--- src/rtl/rgbc3_pkg.sv ---
package rgbc3_pkg;

	// Default line length of the line buffer
	localparam int MAX_WIDTH_DEF = 512;

	// Field widths
	localparam int CHAN_W  = 8;
	localparam int POS_W   = 9;
	localparam int COEF_W  = 16;
	localparam int ROWC_W  = 48;
	localparam int SIZE_W  = 10;
	localparam int BIAS_W  = 10;
	localparam int FRAC_W  = 10;
	localparam int IDX_W   = 3;
	localparam int IN_W    = 24;
	localparam int OUT_W   = 48;
	localparam int LINE_W  = 48;

	// Arithmetic widths: 9-bit signed pixel times s5.10 coefficient,
	// three taps per column, three columns plus the bias
	localparam int PROD_W  = 25;
	localparam int CSUM_W  = 27;
	localparam int ACC_W   = 30;

	// Largest supported image height
	localparam int MAX_HEIGHT = 512;

	// Register indexes
	localparam logic [IDX_W-1:0] REG_COEF_TOP = 3'd0;
	localparam logic [IDX_W-1:0] REG_COEF_MID = 3'd1;
	localparam logic [IDX_W-1:0] REG_COEF_BOT = 3'd2;
	localparam logic [IDX_W-1:0] REG_BIAS     = 3'd3;
	localparam logic [IDX_W-1:0] REG_WIDTH    = 3'd4;
	localparam logic [IDX_W-1:0] REG_HEIGHT   = 3'd5;

	// Pixel: red in the low byte, then green, then blue
	typedef logic [IN_W-1:0] pix_t;
	// Window column: index 0 is the top row, 2 the bottom row
	typedef pix_t [2:0] col_t;
	// Coefficients of one kernel column, same row order
	typedef logic signed [COEF_W-1:0] coef_t;
	typedef coef_t [2:0] coef_col_t;
	// Per-channel column sums: index 0 red, 1 green, 2 blue
	typedef logic signed [CSUM_W-1:0] csum_t;
	typedef csum_t [2:0] sums_t;

	// Position and frame flag carried with an item down the pipeline
	typedef struct packed {
		logic [POS_W-1:0] row;
		logic [POS_W-1:0] col;
		logic             last;
	} meta_t;

endpackage

--- src/rtl/rgbc3_cell.sv ---
module rgbc3_cell
	import rgbc3_pkg::*;
(
	input  logic      clk,
	input  logic      arst_n,
	input  logic      shift,
	input  logic      adv,
	input  col_t      col_in,
	input  coef_col_t coef,
	output col_t      col_out,
	output sums_t     sums
);

	col_t                     col_q;
	logic signed [PROD_W-1:0] prod_d  [3][3];
	logic signed [PROD_W-1:0] prod_s3 [3][3];
	sums_t                    sum_d;
	sums_t                    sum_s4;

	// Window column: take the neighbor's column when an item moves in
	always_ff @(posedge clk or negedge arst_n) begin
		if (!arst_n) begin
			col_q <= '0;
		end else if (shift) begin
			col_q <= col_in;
		end
	end

	assign col_out = col_q;

	// Three taps times three channels, pixel taken as a positive signed value
	always_comb begin
		logic signed [PROD_W-1:0] px_x;
		logic signed [PROD_W-1:0] cf_x;
		for (int t = 0; t < 3; t++) begin
			for (int ch = 0; ch < 3; ch++) begin
				px_x = PROD_W'($signed({1'b0, col_q[t][CHAN_W*ch +: CHAN_W]}));
				cf_x = PROD_W'($signed(coef[t]));
				prod_d[t][ch] = px_x * cf_x;
			end
		end
	end

	always_ff @(posedge clk) begin
		if (adv) begin
			prod_s3 <= prod_d;
		end
	end

	// Column sum per channel
	always_comb begin
		for (int ch = 0; ch < 3; ch++) begin
			sum_d[ch] = CSUM_W'(prod_s3[0][ch]) + CSUM_W'(prod_s3[1][ch])
				+ CSUM_W'(prod_s3[2][ch]);
		end
	end

	always_ff @(posedge clk) begin
		if (adv) begin
			sum_s4 <= sum_d;
		end
	end

	assign sums = sum_s4;

endmodule

--- config.mk ---
export PLATFORM = sky130hd
export DESIGN_NAME = rgbc3_cell
export DESIGN_NICKNAME = d
export VERILOG_FILES = /design/src/rtl/rgbc3_pkg.sv /design/src/rtl/rgbc3_cell.sv
export SDC_FILE = /design/constraint.sdc
export NUM_CORES = 2
export LEC_CHECK = 0
export ABC_AREA = 1
export BUFFER_PORTS_ARGS = -buffer_cell sky130_fd_sc_hd__buf_2
export CAP_MARGIN = 0
export CORE_MARGIN = 2
export CORE_UTILIZATION = 40
export DETAILED_ROUTE_END_ITERATION = 6
export SLEW_MARGIN = 20
export SYNTH_ARGS = -nofsm -noshare
export SYNTH_HDL_FRONTEND = slang
export SYNTH_SLANG_ARGS = --single-unit
--- constraint.sdc ---
create_clock -name clk -period 5.66 [get_ports clk]
set_clock_uncertainty 0.05 [all_clocks]
set_input_delay 0.283 -clock clk [delete_from_list [all_inputs] [get_ports clk]]
set_output_delay 0.283 -clock clk [all_outputs]
set_load 0.005 [all_outputs]
==> metrics.md <==
| Metric | Value |
|---|---|
| Outcome | finished, final reports clean |
| Delay contributed by the slowest stage of the critical path | 790 ps |
| Placed wire-length estimate | 152000 um |
| Clock tree from TritonCTS | yes |
| Headroom to the max-slew limit | 28.1% |
| Number of endpoints failing setup at the final stage | 0 |
| Height of the die | 407 um |
| Synth warn | 0 |
| Data required time at the worst endpoint | 6020 ps |
| All-Layer GR Usage | 22.8% |
| Critical path cell sequence | nand2_1 -> fa_1 -> inv_1 -> fa_1 -> fa_1 -> inv_1 -> fa_1 -> inv_1 -> ha_1 -> nand2_1 -> nor3_1 -> nand3_1 -> nand4_1 -> nand2_1 |
| IO buf count | 276 |
| Top cell type's share of synthesized area | 30.8% |
| Simple logic cell fraction of the synthesized area | 19.9% |
| Area used by multi-input combinational logic | 0.0433 mm^2 |
| Worst Hold Endpoint | prod_s3[24] |
| Share of synthesized area spent on multiplexers | 1.25% |
| Mean routed wirelength per cell | 16.8 um |
| Max Cap Viol | 0 |
| First-pass GRT wire length | 294000 um |
| Worst setup SP type | flop |
| Worst Hold Launch | adv |
| CP max FO | 13 |
| TritonCTS Sinks | 378 |
| Share of cells above drive strength 1 | 6.08% |
| Die area | 0.165 mm^2 |
| Number of I/O pins | 277 |
| Depth of the worst register-to-register path | 14 |
| Later-pin clock latency in the skew report | 680 ps |
| Worst reg2reg setup slack | 610 ps |
| Synth Area in Compound Gates | 2.61% |
| Synthesis-stage register bit count | 378 |
| Largest net degree at the start of global routing | 145 |
| Initial cell density of the core | 40.3% |
| Synth Net Count | 10100 |
| Num CTS Buffers | 52 |
| Fin crit period | 5050 ps |
| Cells after Synth | 8477 |
| Root Buffer Master | sky130_fd_sc_hd__clkbuf_16 |
| Overflow left after global routing | 0 |
| Total DRC errors in the routed layout | 0 |
| Nets@finish | 10300 |
| Number of fill cells | 16300 |
| Mapped Avg Cell Area | 7.65 um^2 |
| Yosys top cell by area | sky130_fd_sc_hd__fa_1 |
| Hold WC Path Type | input pin to flop |
| Highest achievable clock rate | 198 MHz |
| Storage cell area | 0.0110 mm^2 |
| Buffer depth of the longest clock path | 3 |
| Classification of the worst setup path | flop to flop |
| Dominant cells by area after synthesis | sky130_fd_sc_hd__fa_1, sky130_fd_sc_hd__inv_1, sky130_fd_sc_hd__nand2_1 |
| Total number of vias | 51300 |
| Endpoint of the worst-slack reg-to-reg timing path | prod_s3[146] |
| Number of global-route vias before repair | 53600 |
| Netlist Area Pre-Place | 0.0648 mm^2 |
| Standard cell with the maximum stage delay on the critical path | sky130_fd_sc_hd__fa_1 |
| Distinct cell type count of the synthesized netlist | 34 |
| Die Width | 407 um |
| Reg clk slew, reported paths | 70 ps |
| Worst reg2reg startpoint | col_out[24] |
| Number of nets with antenna violations after routing | 0 |
| Sequential cell area fraction in the yosys report | 17.0% |
| Dominant cell type by count on the critical path | sky130_fd_sc_hd__fa_1 |
| Tightest Pin Transition | 1080 ps |
| Setup TNS Final | 0 ps |
| Unrepaired setup endpoints after global routing | no |
| Total core area | 0.161 mm^2 |
| Number of H-tree branching levels | 2 |
| Synth Area in Adders | 40.9% |
| Drt via density | 4.71 |
| Drt first-iter violations | 3153 |
| Pins over their slew limit | 0 |
| Worst hold path cell count | 1 |
| Synthesis-to-layout area growth | 9.32% |
| Endpoint arrival time on the critical path | 5410 ps |
| Total detailed-routing wirelength | 183000 um |
| Xor/xnor share of the synthesized area | 2.18% |
| Final hold violation count | 0 |
| Main combinational cell family by area after synthesis | adder cells |
| Initial antenna violation count | 12 |
| Final RePlAce weighted congestion | 0.935 |
| Post CTS Setup Buffer Count | 0 |
| Critical Path End Type | flop |
| Final cycle utilization of the critical path | 89.2% |
| FP Rows | 147 |
| Number of iterations in the first detailed-routing pass | 6 |
## placed cells by master, fill, tap and decap left out, types with 74 or more instances in the layout
cell	Yosys	final
sky130_fd_sc_hd__nand2_1	2503	2503
sky130_fd_sc_hd__fa_1	996	996
sky130_fd_sc_hd__inv_1	2546	2546
sky130_fd_sc_hd__dlygate4sd3_1	0	74
sky130_fd_sc_hd__a21oi_1	222	222
sky130_fd_sc_hd__ha_1	525	525
sky130_fd_sc_hd__nand3_1	258	258
sky130_fd_sc_hd__xor2_1	110	110
sky130_fd_sc_hd__buf_2	8	273
sky130_fd_sc_hd__edfxtp_1	306	306
sky130_fd_sc_hd__nor2_1	293	293
## stage by stage
| stage | utilization, % | instance area (um^2) | worst slack (ps) | cells | hold slack, ps |
|---|---|---|---|---|---|
| 2_1_floorplan | - | 64800 | 1130 | 8477 | -62.6 |
| 3_3_place_gp | 42.5 | 68400 | 696 | 10700 | 142 |
| 3_5_place_dp | 42.5 | 68400 | 635 | 10700 | 143 |
| 4_1_cts | 44.1 | 70900 | 602 | 10900 | 36.2 |
| 5_1_grt | 44.1 | 70900 | 227 | 10900 | 74.1 |
| 6_report | 44.1 | 70900 | 612 | 10900 | 50.5 |
## registers in the layout, summed over array words and instances (netlist names)
register,cells
prod_s3,225
col_out,72
sums,81
## Yosys cell counts
cell type,count
sky130_fd_sc_hd__nor3_2,8
sky130_fd_sc_hd__or2_1,2
sky130_fd_sc_hd__ha_1,525
sky130_fd_sc_hd__inv_1,2546
sky130_fd_sc_hd__nor2_1,293
sky130_fd_sc_hd__o21ai_1,4
sky130_fd_sc_hd__edfxtp_1,306
sky130_fd_sc_hd__o21bai_2,1
sky130_fd_sc_hd__mux2_2,72
sky130_fd_sc_hd__nand2_2,10
sky130_fd_sc_hd__xor2_1,110
sky130_fd_sc_hd__a21o_1,15
sky130_fd_sc_hd__o21ai_2,4
sky130_fd_sc_hd__nor2_2,19
sky130_fd_sc_hd__a21oi_1,222
sky130_fd_sc_hd__nand4_1,72
sky130_fd_sc_hd__o21bai_1,13
sky130_fd_sc_hd__fa_1,996
sky130_fd_sc_hd__nor3b_1,1
sky130_fd_sc_hd__nand2_1,2503
sky130_fd_sc_hd__clkbuf_1,240
sky130_fd_sc_hd__inv_2,4
sky130_fd_sc_hd__nor2_4,1
sky130_fd_sc_hd__xnor2_1,51
sky130_fd_sc_hd__nor4_1,2
sky130_fd_sc_hd__buf_2,8
sky130_fd_sc_hd__and2_1,13
sky130_fd_sc_hd__nand3_2,4
sky130_fd_sc_hd__nor3b_2,1
sky130_fd_sc_hd__dfrtp_1,72
sky130_fd_sc_hd__nand3b_1,10
sky130_fd_sc_hd__nor3_1,30
sky130_fd_sc_hd__nand3_1,258
sky130_fd_sc_hd__o21ai_0,61
## worst max-delay path: cells and delay by family (launching register included)
family / cells / cell delay [ps]
adders and majority gates: 5 / 2670
and+or+nand+nor: 6 / 1090
DFF: 1 / 760
buffers and inverters: 3 / 190
## timing repair
item,in CTS,in global routing
resized for setup,0,0
endpoints found under the hold margin,88,0
hold buffers,74,0
## kinds of logic after synthesis
group                      after synthesis
and+or+nand+nor                       3227
buffers and inverters                 2798
adders and majority gates             1521
DFF                                    378
AOI/OAI and AO/OA                      320
xor gates and xnor gates               161
muxes                                   72
## cell type report
type,instances,area share (%)
diodes,4,0.0141
clock buffers,67,1.94
clock inverters,31,0.521
inverters,2550,13.5
multi-input cells,5301,61.1
flip-flops and latches,378,15.5
well taps,2160,3.81
repair buffers,400,3.56
## layer usage
metal  vias up  part of all wire (%)  routed length, um  global-route usage, %
met4         4                   3.7               6720                   7.59
met3       190                   5.0               9190                   2.47
met1     25000                    44              80000                   30.1
met5         -                 0.011                 21                      0
li1      24900                     -                  -                      -
met2      1134                    48              87300                   38.9
## how the worst max path moves through the flow
stage,slack [ps],from,endpoint,depth (start not counted)
after global routing,230,col_out[1],prod_s3[222],15
after CTS,600,col_out[24],prod_s3[146],14
after floorplan,1130,col_out[2],prod_s3[222],16
final,610,col_out[24],prod_s3[146],14
after detailed placement,640,col_out[24],prod_s3[146],14
after global placement,700,coef[15],prod_s3[223],15
Power is left out: the tool's default activity adds up to more than one toggle a clock period on the data nets, which glitch-free logic cannot reach.
